## config.mk

```make
export PLATFORM = sky130hd
export DESIGN_NAME = tkss_cell
export DESIGN_NICKNAME = d
export VERILOG_FILES = /design/src/hw/rtl/tkss_pkg.sv /design/src/hw/rtl/tkss_cell.sv
export SDC_FILE = /design/constraint.sdc
export NUM_CORES = 1
export LEC_CHECK = 0
export BUFFER_PORTS_ARGS = -buffer_cell sky130_fd_sc_hd__buf_4
export CAP_MARGIN = 5
export CORE_MARGIN = 1
export CORE_UTILIZATION = 30
export DETAILED_ROUTE_END_ITERATION = 6
export GPL_ROUTABILITY_DRIVEN = 0
export PLACE_DENSITY = 0.7
export SYNTH_ARGS = -nofsm -noshare
export SYNTH_HDL_FRONTEND = slang
export SYNTH_SLANG_ARGS = --single-unit
export TNS_END_PERCENT = 30
```

## constraint.sdc

```tcl
create_clock -name clk -period 8.33 [get_ports clk]
set_clock_uncertainty 0.2 [all_clocks]
set_input_delay 0.833 -clock clk [delete_from_list [all_inputs] [get_ports clk]]
set_output_delay 0.833 -clock clk [all_outputs]
set_load 0.005 [all_outputs]
```

## src/hw/rtl/tkss_pkg.sv

```systemverilog
package tkss_pkg;

	localparam int DATA_W = 32;
	localparam int MAX_RESULTS = 64;
	localparam int CNT_W = $clog2(MAX_RESULTS);
	localparam logic [7:0] KEEP_RESET = 8'd100;

	localparam logic FUNC_INSERT = 1'b0;
	localparam logic FUNC_DUMP = 1'b1;

	typedef struct packed {
		logic              func;
		logic [DATA_W-1:0] item_id;
		logic [DATA_W-1:0] distance;
	} cand_t;

	typedef struct packed {
		logic              valid_res;
		logic [DATA_W-1:0] out_id;
		logic [DATA_W-1:0] out_distance;
		logic              last;
	} res_t;

	// one held pair
	typedef struct packed {
		logic [DATA_W-1:0] id;
		logic [DATA_W-1:0] distance;
	} entry_t;

	// broadcast to every cell
	typedef struct packed {
		logic              ins;
		logic              shift;
		logic [DATA_W-1:0] id;
		logic [DATA_W-1:0] distance;
	} cell_op_t;

	typedef enum logic {
		ST_IDLE,
		ST_DUMP
	} st_t;

endpackage

```

## src/hw/rtl/tkss_cell.sv

```systemverilog
module tkss_cell (
	input  logic              clk,
	input  logic              arst_n,
	input  tkss_pkg::cell_op_t op,
	input  logic              en,
	input  logic              prev_v,
	input  tkss_pkg::entry_t  prev_e,
	input  logic              prev_keep,
	input  logic              next_v,
	input  tkss_pkg::entry_t  next_e,
	output logic              v,
	output tkss_pkg::entry_t  e,
	output logic              keep
);
	import tkss_pkg::*;

	logic v_q;
	entry_t e_q;

	// ties stay put: newcomer goes after equal distances
	assign keep = v_q && (e_q.distance <= op.distance);
	assign v = v_q;
	assign e = e_q;

	always_ff @(posedge clk or negedge arst_n) begin
		if (!arst_n) begin
			v_q <= 1'b0;
		end else if (op.shift) begin
			v_q <= next_v;
		end else if (op.ins) begin
			if (!en) begin
				v_q <= 1'b0;
			end else if (!keep) begin
				v_q <= prev_keep ? 1'b1 : prev_v;
			end
		end
	end

	always_ff @(posedge clk) begin
		if (op.shift) begin
			e_q <= next_e;
		end else if (op.ins && en && !keep) begin
			if (prev_keep) begin
				e_q.id       <= op.id;
				e_q.distance <= op.distance;
			end else begin
				e_q <= prev_e;
			end
		end
	end

endmodule

```

# [After elaboration in Yosys (flattened, before gate mapping)]
# Index checks and enable logic that the tools add are counted.
[word_totals] ff_bits=65 latchBits=0 ram_bits=0 mem_bits_ro=0 in_bits=200 out_inout_bits=66 elab_cells=20 n_memories=0
[classes] add_sub_neg=0 multipliers=0 div_mod_pow=0 n_lt_le_gt_ge=1 eq_ne=1 shift=0 mux=8 bitwise=0 reduce_logical=7
[op_table] operator="two-way mux 64 bit" count=3
[op_table] operator="<= comparator 32 bit" count=1
[op_table] operator="two-way mux 1 bit" count=5
[op_table] operator="nonzero test 2 bit" count=2
[op_table] operator="logical AND 1 bit" count=3
[op_table] operator="inequality test 3 bit (second input constant)" count=1
[op_table] operator="AND reduction 2 bit" count=1
[op_table] operator="logical NOT 1 bit" count=1

# [Longest topological paths before layout]
# Gate-level depths: netlist of the first run.
[depth] depth_word=6 depth_mapped=8 ltp_nobuf=8

# [Least setup slack after synthesis of the first run]
# Ideal clock, no wire load.
[synth_path] kind="input to register" from="input op[15] in the netlist's numbering" to="register e_q, in the netlist e[0], enable pin" setup_time_ps=574 arrival_ps=6467 t_required_ps=7556 slack_ps=1089 path_stages=7 n_path_buf=0 cell_sequence="inv_1 -> ha_1 -> nand4_2 -> a2111oi_1 -> o41a_2 -> nor2_1 -> o21ai_0"
[synth_between] elab_chain_cells=5
[synth_rtl] element="start, declared" line_no="tkss_cell.sv:4" source="input tkss_pkg::cell_op_t op,"
[synth_rtl] element="<= comparator 32 bit" line_no="tkss_cell.sv:21" source="assign keep = v_q && (e_q.distance <= op.distance);"
[synth_rtl] element="logical AND 1 bit" line_no="tkss_cell.sv:21"
[synth_rtl] element="via keep" line_no="tkss_cell.sv:13" source="output logic keep"
[synth_rtl] element="logical NOT 1 bit" line_no="tkss_cell.sv:42" source="end else if (op.ins && en && !keep) begin"
[synth_rtl] element="logical AND 1 bit" line_no="tkss_cell.sv:42"
[synth_rtl] element="nonzero test 2 bit (no source line)"
[synth_rtl] element="end signal, assigned" line_no="tkss_cell.sv:41" source="e_q <= next_e;"
[synth_rtl] element="end signal, assigned" line_no="tkss_cell.sv:47" source="e_q <= prev_e;"
[synth_rtl] element="end, declared" line_no="tkss_cell.sv:18" source="entry_t e_q;"
# The timed path passes the listed nets, and every way through them passes these cells.
# A chain may end at the register's enable or synchronous reset.

# [Worst setup path after layout of the first run]
[layout_path] from="input op[30] in the netlist's numbering" to="output keep"
[layout_between] elab_chain_cells=2
[layout_rtl] element="<= comparator 32 bit" line_no="tkss_cell.sv:21"
[layout_rtl] element="logical AND 1 bit" line_no="tkss_cell.sv:21"
[layout_rtl] element="end, declared" line_no="tkss_cell.sv:13"
# No other way between the ends.

==> impl_metrics.json, run 1 <==
{
  "routed_via_density": 4.616,
  "worstPathRequired_ns": 7.30,
  "grt_usage_pct": 16.72,
  "die_w_um": 119.3,
  "antenna_found_initial": 0,
  "hold_viol": 0,
  "cts-resized-gates": 0,
  "route.vias.total": 3868,
  "crit_fanout": 3,
  "critPathKind": "in -> out",
  "p_leak_nw": 3.231,
  "grt-ovfl-total": 0,
  "drc_errors": 0,
  "wl_um": 11910,
  "min_path_type": "in -> async",
  "start_util_pct": 30.91,
  "fmax_mhz": 278.3,
  "cts-htree-levels": 3,
  "synthCells": 401,
  "die_h_um": 119.3,
  "rows": 42,
  "worst_pin_slew_ns": 1.096,
  "slew_headroom_pct": 26.93,
  "status": "finished, final reports clean",
  "ioPinCount": 266,
  "avgSynthCellArea_um2": 10.29,
  "crit_top_cell": "buf_4",
  "rsz0062_at_grt": "no",
  "finalSetupViolCount": 0,
  "hpwl_um": 9447,
  "port_buffers": 265,
  "critPathMaxStageDelay_ns": 0.42,
  "ys_seq_elements": 65,
  "finalMaxSlewViolations": 0,
  "cp_num_buf_inv": 3,
  "startpoint": "op[30]",
  "core_mm2": 0.01335,
  "cap_violations": 0,
  "fin_crit_sh_pct": 43.13,
  "post_drt_wl_per_cell_um": 14.22,
  "clk_root_buffer_cell": "clkbuf_16",
  "crit_family": "simple AND/OR/NAND/NOR gates",
  "fin_setup_tns_ns": 0,
  "drive_gt1_share_pct": 43.66,
  "crit_chain": "buf_4, inv_1, ha_1, nand4_1, nor4_1, and3_1, a31oi_1, nor2_1, buf_4",
  "reg2reg_from": "e[30]",
  "ctsHoldBuffers": 0,
  "antenna_left": 0,
  "cts_buffer_depth": 2,
  "cts_tree": "built",
  "syn_area_mm2": 0.004126,
  "powerDensity_mw_per_mm2": 156.6,
  "critical_path_arrival_ns": 2.56,
  "cts_buffers": 9,
  "endpoint_kind": "output port",
  "peakVddDrop_v": 0.00009347,
  "synth_nets": 633,
  "area_growth_pct": 59.01,
  "dieArea_mm2": 0.01423,
  "clk_latency_ns": 0.32,
  "grt_max_degree": 66,
  "power.total_w": 0.001027,
  "dr.pass1.iters": 4,
  "grt_pass1_vias": 3915,
  "cts.sinks": 65,
  "period_needed_ns": 3.593,
  "clkTransAtPathRegs_ns": 0.05,
  "seq_area_frac_synth_pct": 47.18,
  "cts_setup_buffers": 0,
  "fin_nets": 890,
  "ys_types": 30,
  "grt_pass1_wl_um": 18600,
  "synth_warnings": 0,
  "n_fill_cell": 1240,
  "antenna_cells": 0,
  "startpoint_type": "input port",
  "finish.utilization_pct": 49.16,
  "first_iter_violations": 157,
  "cpMaxStageDelayCell": "nor4_1"
}
==> cell usage in the layout (no fill, tap or decap), types with 5 or more instances in the layout <==
cell	count
ha_1	32
nand4_1	7
buf_4	267
nand3_1	5
clkbuf_16	9
o21ai_0	68
edfxtp_1	64
inv_1	33
mux2i_1	64
nand2_1	69
a21oi_1	12
==> worst reg2reg max path, cell delays in order (launching register included) <==
cell      delay (ns)
edfxtp_1        0.39
ha_1            0.34
nand4_1         0.18
nor4_1          0.42
nor2b_1         0.18
o41a_2          0.16
nor2_1          0.07
o21ai_4         0.15
buf_4           0.65
==> worst paths after layout <==
path | to | slack, ns | cells past startpoint
max in group asynchronous | v | 7.75 | 1
setup reg to reg | e[31] | 5.15 | 8
setup / recovery | keep | 4.74 | 9
hold / removal | v | 0.09 | 1
hold reg to reg | v | 0.59 | 3
min in group clk | v | 0.55 | 2
==> area by class of cell <==
type                       count  area [µm²]  share of cell area [%]
timing repair buffer         267        2004                   30.55
sequential                    65        1947                   29.67
tap                          176       220.2                   3.356
inverter                      33       123.9                   1.888
clock inverter                 6       60.06                  0.9153
clock buffer                   9       225.2                   3.432
multi-input combinational    282        1981                   30.19
==> power breakdown <==
group	internal, W	switching, W
Combinational	0.000141	0.000104
Sequential	0.000401	0.0000149
Clock	0.000228	0.000138
==> sequential cells by signal, indices dropped and copies added (netlist names) <==
signal  cells
e          64
v           1
==> synthesized netlist by cell type <==
library cell   n  area (µm²)
nand2_1       69       259.0
o21ai_0       69       345.3
edfxtp_1      64        1922
mux2i_1       64       640.6
inv_1         33       123.9
ha_1          32       400.4
clkbuf_1      14       52.55
a21oi_1       12       60.06
nand4_1        7       43.79
buf_2          6       30.03
nand3_1        5       25.02
a211oi_1       3       22.52
nand2b_1       3       18.77
nor2_1         3       11.26
a21o_1         2       15.01
a2111oi_1      1       10.01
a31oi_1        1       6.260
and3_1         1       6.260
buf_1          1       3.750
dfrtp_1        1       25.02
nand4_2        1       12.51
nor2b_1        1       6.260
nor2b_4        1       13.76
nor3b_2        1       12.51
nor4_1         1       6.260
nor4_2         1       12.51
o211ai_1       1       7.510
o211ai_2       1       12.51
o22a_1         1       8.760
o41a_2         1       12.51
==> per-layer routing <==
layer | vias to the layer above | global-route usage, % | part of all wire [%] | wire length (µm)
met1 | 1735 | 17.75 | 39 | 4595
met3 | 9 | 5.556 | 7.9 | 946
met2 | 159 | 30.89 | 52 | 6251
li1 | 1965 | - | - | -
met5 | - | 0 | 0 | 0
met4 | 0 | 5.222 | 1.0 | 119
==> stage by stage <==
step / setup WS [ns] / cell area (µm²) / std cells / hold slack (ns)
after floorplan: 1.089 / 4126 / 401 / 0.3374
after global placement: 4.603 / 6276 / 823 / 0.4195
after detailed placement: 4.545 / 6276 / 823 / 0.4189
after CTS: 4.669 / 6561 / 838 / 0.07646
after global routing: 4.605 / 6561 / 838 / 0.07231
final: 4.737 / 6561 / 838 / 0.09160
==> cells by family (layout without fill, tap and decap cells) <==
kind of cell	count (synthesis)	in the layout	share of synthesized area (%)
compound gates	92	92	12.13
flops	65	65	47.18
mux	64	64	15.52
buf+inv	54	315	5.094
fa+ha+maj	32	32	9.703
simple gates	94	94	10.37
No activity file was read; power rests on OpenSTA's default activity.
==> run 2, diff against run 1 <==
==> constraint.sdc (replaced) <==
create_clock -name clk -period 3.55 [get_ports clk]
set_clock_uncertainty 0.2 [all_clocks]
set_input_delay 0.355 -clock clk [delete_from_list [all_inputs] [get_ports clk]]
set_output_delay 0.355 -clock clk [all_outputs]
set_load 0.005 [all_outputs]
==> impl_metrics.json, run 2 (same netlist as run 1, synthesis figures left out) <==
{
  "status": "finished, final reports clean",
  "holdPathEnd": "v",
  "drive_gt1_share_pct": 43.54,
  "regArea_mm2": 0.001947,
  "route.vias.total": 3908,
  "r2r-end": "e[48]",
  "grt_pass1_vias": 3967,
  "crit_chain": "ha_1, nand4_2, nor4_2, and3_1, a31oi_1, nor2_1, buf_4",
  "swShare_pct": 24.74,
  "holdPathStages": 2,
  "fmax_mhz": 342.6,
  "period_needed_ns": 2.919,
  "largest_reg_flops": 64,
  "area_growth_pct": 60.25,
  "startpoint_type": "flop",
  "clkPwrFrac_pct": 35.3,
  "crit_fanout": 4,
  "ioPinCount": 266,
  "cts-htree-levels": 3,
  "post_drt_wl_per_cell_um": 14.20,
  "cts.sinks": 65,
  "grt_usage_pct": 16.88,
  "cpMaxStageDelayCell": "edfxtp_1",
  "hold_viol": 0,
  "grt_max_degree": 66,
  "grt-ovfl-total": 0,
  "wl_um": 11960,
  "slew_headroom_pct": 68.50,
  "clk_latency_ns": 0.32,
  "fin_crit_sh_pct": 82.22,
  "rsz0062_at_grt": "no",
  "rows": 42,
  "cell_internal_pwr_w": 0.001811,
  "most-common-layout-cells": "buf_4 (267), nand2_1 (69), o21ai_0 (68)",
  "crit_family": "simple AND/OR/NAND/NOR gates",
  "p_switching_w": 0.0005954,
  "dp.cells": 825,
  "peakVddDrop_v": 0.0001756,
  "dieArea_mm2": 0.01423,
  "multi_input_area_mm2": 0.001981,
  "die_w_um": 119.3,
  "critical_path_arrival_ns": 2.36,
  "clkTransAtPathRegs_ns": 0.05,
  "cts_buffers": 9,
  "dr.pass1.iters": 4,
  "die_h_um": 119.3,
  "endpoint_kind": "output port",
  "finalSetupViolCount": 0,
  "finish.utilization_pct": 49.54,
  "setup_ws_ns": 0.6312,
  "clk_root_buffer_cell": "clkbuf_16",
  "cts_tree": "built",
  "fin_nets": 893,
  "start_util_pct": 30.91,
  "fin_setup_tns_ns": 0,
  "critPathKind": "reg -> out",
  "hpwl_um": 9498,
  "worst_pin_slew_ns": 0.4712,
  "antenna_left": 0,
  "finalMaxSlewViolations": 0,
  "ctsHoldBuffers": 1,
  "port_buffers": 265,
  "powerDensity_mw_per_mm2": 363.9,
  "layout_commonest_cell": "buf_4",
  "place_ws_ns": 0.6172,
  "final_cells": 842,
  "cts_setup_buffers": 0,
  "min_path_type": "in -> reg",
  "worstPathRequired_ns": 2.99,
  "reg2reg_from": "e[15]",
  "grt_pass1_wl_um": 18780,
  "cts_buffer_depth": 2,
  "cp_num_buf_inv": 1,
  "core_mm2": 0.01335,
  "critPathMaxStageDelay_ns": 0.41,
  "rrSetupSlack_ns": 0.71,
  "cts-resized-gates": 0,
  "fin_hold_ws_ns": 0.07284,
  "cap_violations": 0,
  "n_fill_cell": 1267,
  "p_leak_nw": 3.261,
  "antenna_found_initial": 0,
  "routed_via_density": 4.641,
  "r2r_cells": 7,
  "first_iter_violations": 131,
  "drc_errors": 0,
  "seq_power_share_pct": 40.5,
  "antenna_cells": 0,
  "worstHoldStart": "next_v",
  "combPwrFrac_pct": 24.2
}
==> run 2: cell count changes in the layout (fill, tap and decap cells not counted), sizes merged <==
cell	change
clkinv	+3
buf	+2
clkinvlp	-2
dlygate4sd3	+1
==> run 2: area by class of cell <==
cell class / instances / area share, %
Timing Repair Buffer: 270 / 31.07
Sequential cell: 65 / 29.44
Clock inverter: 7 / 0.9272
Inverter: 33 / 1.873
Clock buffer: 9 / 3.406
Tap cell: 176 / 3.330
Multi-Input combinational cell: 282 / 29.95
==> run 2: how the worst max path moves through the flow <==
stage                     cells past startpoint   start  slack, ns    end
after global placement                       10  op[30]       0.70  e[45]
final                                         7   e[15]       0.63   keep
after CTS                                     7   e[15]       0.56   keep
after global routing                          7   e[15]       0.43   keep
after detailed placement                     10  op[30]       0.62  e[41]
after floorplan                               6   e[15]       0.32   e[0]
==> run 2: power groups by stage <==
stage | combinational (W) | clock [W] | sequential, W
2_1_floorplan | 0.000224 | 0 | 0.000992
3_3_place_gp | 0.000575 | 0 | 0.000987
3_5_place_dp | 0.000589 | 0 | 0.000989
4_1_cts | 0.000592 | 0.000870 | 0.000974
5_1_grt | 0.000645 | 0.000908 | 0.000981
6_report | 0.000582 | 0.000851 | 0.000974
==> run 2: through the flow <==
step                total power [W]  instance area (µm²)
floorplan                  0.001216                 4138
global placement           0.001562                 6316
detailed placement         0.001578                 6316
CTS                        0.002437                 6613
global route               0.002534                 6613
finish                     0.002406                 6613
==> run 2: per-layer routing <==
metal,GRT usage (%),vias up,wire (µm)
li1,-,1971,-
met1,18.71,1773,4826
met2,30.74,160,6112
met3,5.508,4,941
met4,4.351,0,76
met5,0,-,0
==> run 3, diff against run 2 <==
--- a/config.mk
+++ b/config.mk
@@ -11,7 +11,7 @@
 export CORE_UTILIZATION = 30
 export DETAILED_ROUTE_END_ITERATION = 6
 export GPL_ROUTABILITY_DRIVEN = 0
-export PLACE_DENSITY = 0.7
+export PLACE_DENSITY = 0.72
 export SYNTH_ARGS = -nofsm -noshare
 export SYNTH_HDL_FRONTEND = slang
 export SYNTH_SLANG_ARGS = --single-unit
==> constraint.sdc (replaced) <==
create_clock -name clk -period 2.55 [get_ports clk]
set_clock_uncertainty 0.2 [all_clocks]
set_input_delay 0.255 -clock clk [delete_from_list [all_inputs] [get_ports clk]]
set_output_delay 0.255 -clock clk [all_outputs]
set_load 0.005 [all_outputs]
==> impl_metrics.json, run 3 (same netlist as run 1, synthesis figures left out) <==
{
  "status": "complete, but fails checks",
  "violations": "negative setup slack",
  "peakVddDrop_v": 0.0003028,
  "wl_um": 12840,
  "crit_top_cell": "buf_6",
  "critical_path_arrival_ns": 2.21,
  "swShare_pct": 25.30,
  "combPwrFrac_pct": 26.8,
  "grt_pass1_wl_um": 20000,
  "die_h_um": 119.3,
  "area_growth_pct": 72.29,
  "clkTransAtPathRegs_ns": 0.06,
  "critPathKind": "reg -> out",
  "worst_pin_slew_ns": 0.4780,
  "antenna_left": 0,
  "antenna_cells": 0,
  "cts.sinks": 65,
  "reg2reg_from": "e[27]",
  "drc_errors": 0,
  "worstPathRequired_ns": 2.10,
  "grt_usage_pct": 17.94,
  "p_switching_w": 0.0008874,
  "dp.cells": 834,
  "rsz0062_at_grt": "yes",
  "finish.utilization_pct": 53.26,
  "crit_fanout": 4,
  "start_util_pct": 30.91,
  "layout_commonest_cell": "buf_4",
  "powerDensity_mw_per_mm2": 493.4,
  "largest_reg_flops": 64,
  "fin_setup_tns_ns": -4.827,
  "cpMaxStageDelayCell": "edfxtp_1",
  "fin_area_mm2": 0.007109,
  "clk_latency_ns": 0.32,
  "clkPwrFrac_pct": 34.4,
  "fin_nets": 920,
  "fin_crit_sh_pct": 104.4,
  "setup_ws_ns": -0.1110,
  "post_dp_cell_area_mm2": 0.006441,
  "port_buffers": 265,
  "p_leak_nw": 3.438,
  "core_mm2": 0.01335,
  "routed_via_density": 4.707,
  "grt_max_degree": 67,
  "cell_internal_pwr_w": 0.002620,
  "crit_chain": "ha_4, nand4_4, nor4_4, and3_4, a31oi_4, nor2_4, buf_6, buf_6",
  "cts-htree-levels": 3,
  "startpoint": "e[14]",
  "drive_gt1_share_pct": 47.19,
  "critPathMaxStageDelay_ns": 0.43,
  "rows": 42,
  "most-common-layout-cells": "buf_4 (278), nand2_1 (69), o21ai_0 (67)",
  "final_cells": 869,
  "endpoint_kind": "output port",
  "slew_headroom_pct": 68.13,
  "cp_num_buf_inv": 2,
  "period_needed_ns": 2.661,
  "cp_num_cells": 8,
  "holdPathStages": 3,
  "finalMaxSlewViolations": 0,
  "first_iter_violations": 114,
  "grt-ovfl-total": 0,
  "dr.pass1.iters": 4,
  "r2r_cells": 9,
  "fmax_mhz": 375.8,
  "die_w_um": 119.3,
  "post_drt_wl_per_cell_um": 14.77,
  "power.total_w": 0.003508,
  "dieArea_mm2": 0.01423,
  "worstHoldStart": "next_e[53]",
  "finalSetupViolCount": 65,
  "hold_viol": 0,
  "crit_family": "simple AND/OR/NAND/NOR gates",
  "antenna_found_initial": 0,
  "route.vias.total": 4090,
  "clk_root_buffer_cell": "clkbuf_16",
  "cap_violations": 0,
  "cts_buffers": 9,
  "min_path_type": "in -> reg",
  "cts_buffer_depth": 2,
  "ioPinCount": 266,
  "hpwl_um": 10020,
  "seq_power_share_pct": 38.7,
  "cts_tree": "built",
  "grt_pass1_vias": 4215,
  "startpoint_type": "flop"
}
[run 3: cell types whose count changed in the layout (fill, tap and decap cells not counted), sizes merged]
| cell | before | now |
|---|---|---|
| buf | 269 | 289 |
| clkbuf | 9 | 10 |
| clkinv | 6 | 3 |
| clkinvlp | 0 | 3 |
| dlygate4sd3 | 1 | 7 |
[run 3: per-stage QoR]
step / setup slack [ns] / hold slack, ns
final: -0.1110 / 0.01141
after global routing: -0.2465 / 0.006611
after CTS: -0.1582 / 0.0001472
after detailed placement: -0.09522 / -0.1610
after global placement: -0.03165 / -0.1603
after floorplan: -0.5862 / -0.2406
[run 3: power by group through the flow]
stage          clock network (W)  logic [W]  registers (W)
2_1_floorplan                  0   0.000318        0.00138
3_3_place_gp                   0   0.000836        0.00137
3_5_place_dp                   0   0.000858        0.00138
4_1_cts                  0.00124   0.000934        0.00136
5_1_grt                  0.00129    0.00103        0.00137
6_report                 0.00121   0.000942        0.00136
[run 3: path summary, 6_finish.rpt]
| check | to | slack [ns] |
|---|---|---|
| worst max register to register | e[46] | -0.10 |
| worst max-delay path | keep | -0.11 |
| max in group asynchronous | v | 2.02 |
| min in group asynchronous | v | 0.05 |
| worst min-delay path | e[53] | 0.01 |
| worst min register to register | v | 0.58 |
[run 3: layer usage]
layer  vias up  track usage (%)  share of wire (%)
met4         0            5.538                1.6
met1      1876            19.29                 39
met5         -                0                  0
li1       2024                -                  -
met2       176            33.07                 52
met3        14            5.699                7.9
[run 3: worst reg2reg max path: cells and delay by family (launching register included)]
kind | cells | cell delay [ns]
AOI/OAI and AO/OA | 2 | 0.36
adders and majority gates | 1 | 0.29
buffers and inverters | 2 | 0.31
DFF | 1 | 0.43
and+or+nand+nor | 4 | 0.75
[run 3: area by class of cell]
class	count	area (µm²)
Fill cell	1200	6238
Timing Repair Buffer	297	2382
Multi-Input combinational cell	282	2140
Sequential cell	65	1947
Clock buffer	9	225.2
Tap cell	176	220.2
Inverter	33	123.9
Clock inverter	7	71.32
[run 3: what timing repair did]
item,4_1_cts,5_1_grt
setup buffers,7,1
hold endpoints to repair,6,1
endpoints found under the setup margin,65,65
pin swaps,11,3
hold buffers,6,1
resized for setup,16,4
cloned,2,2
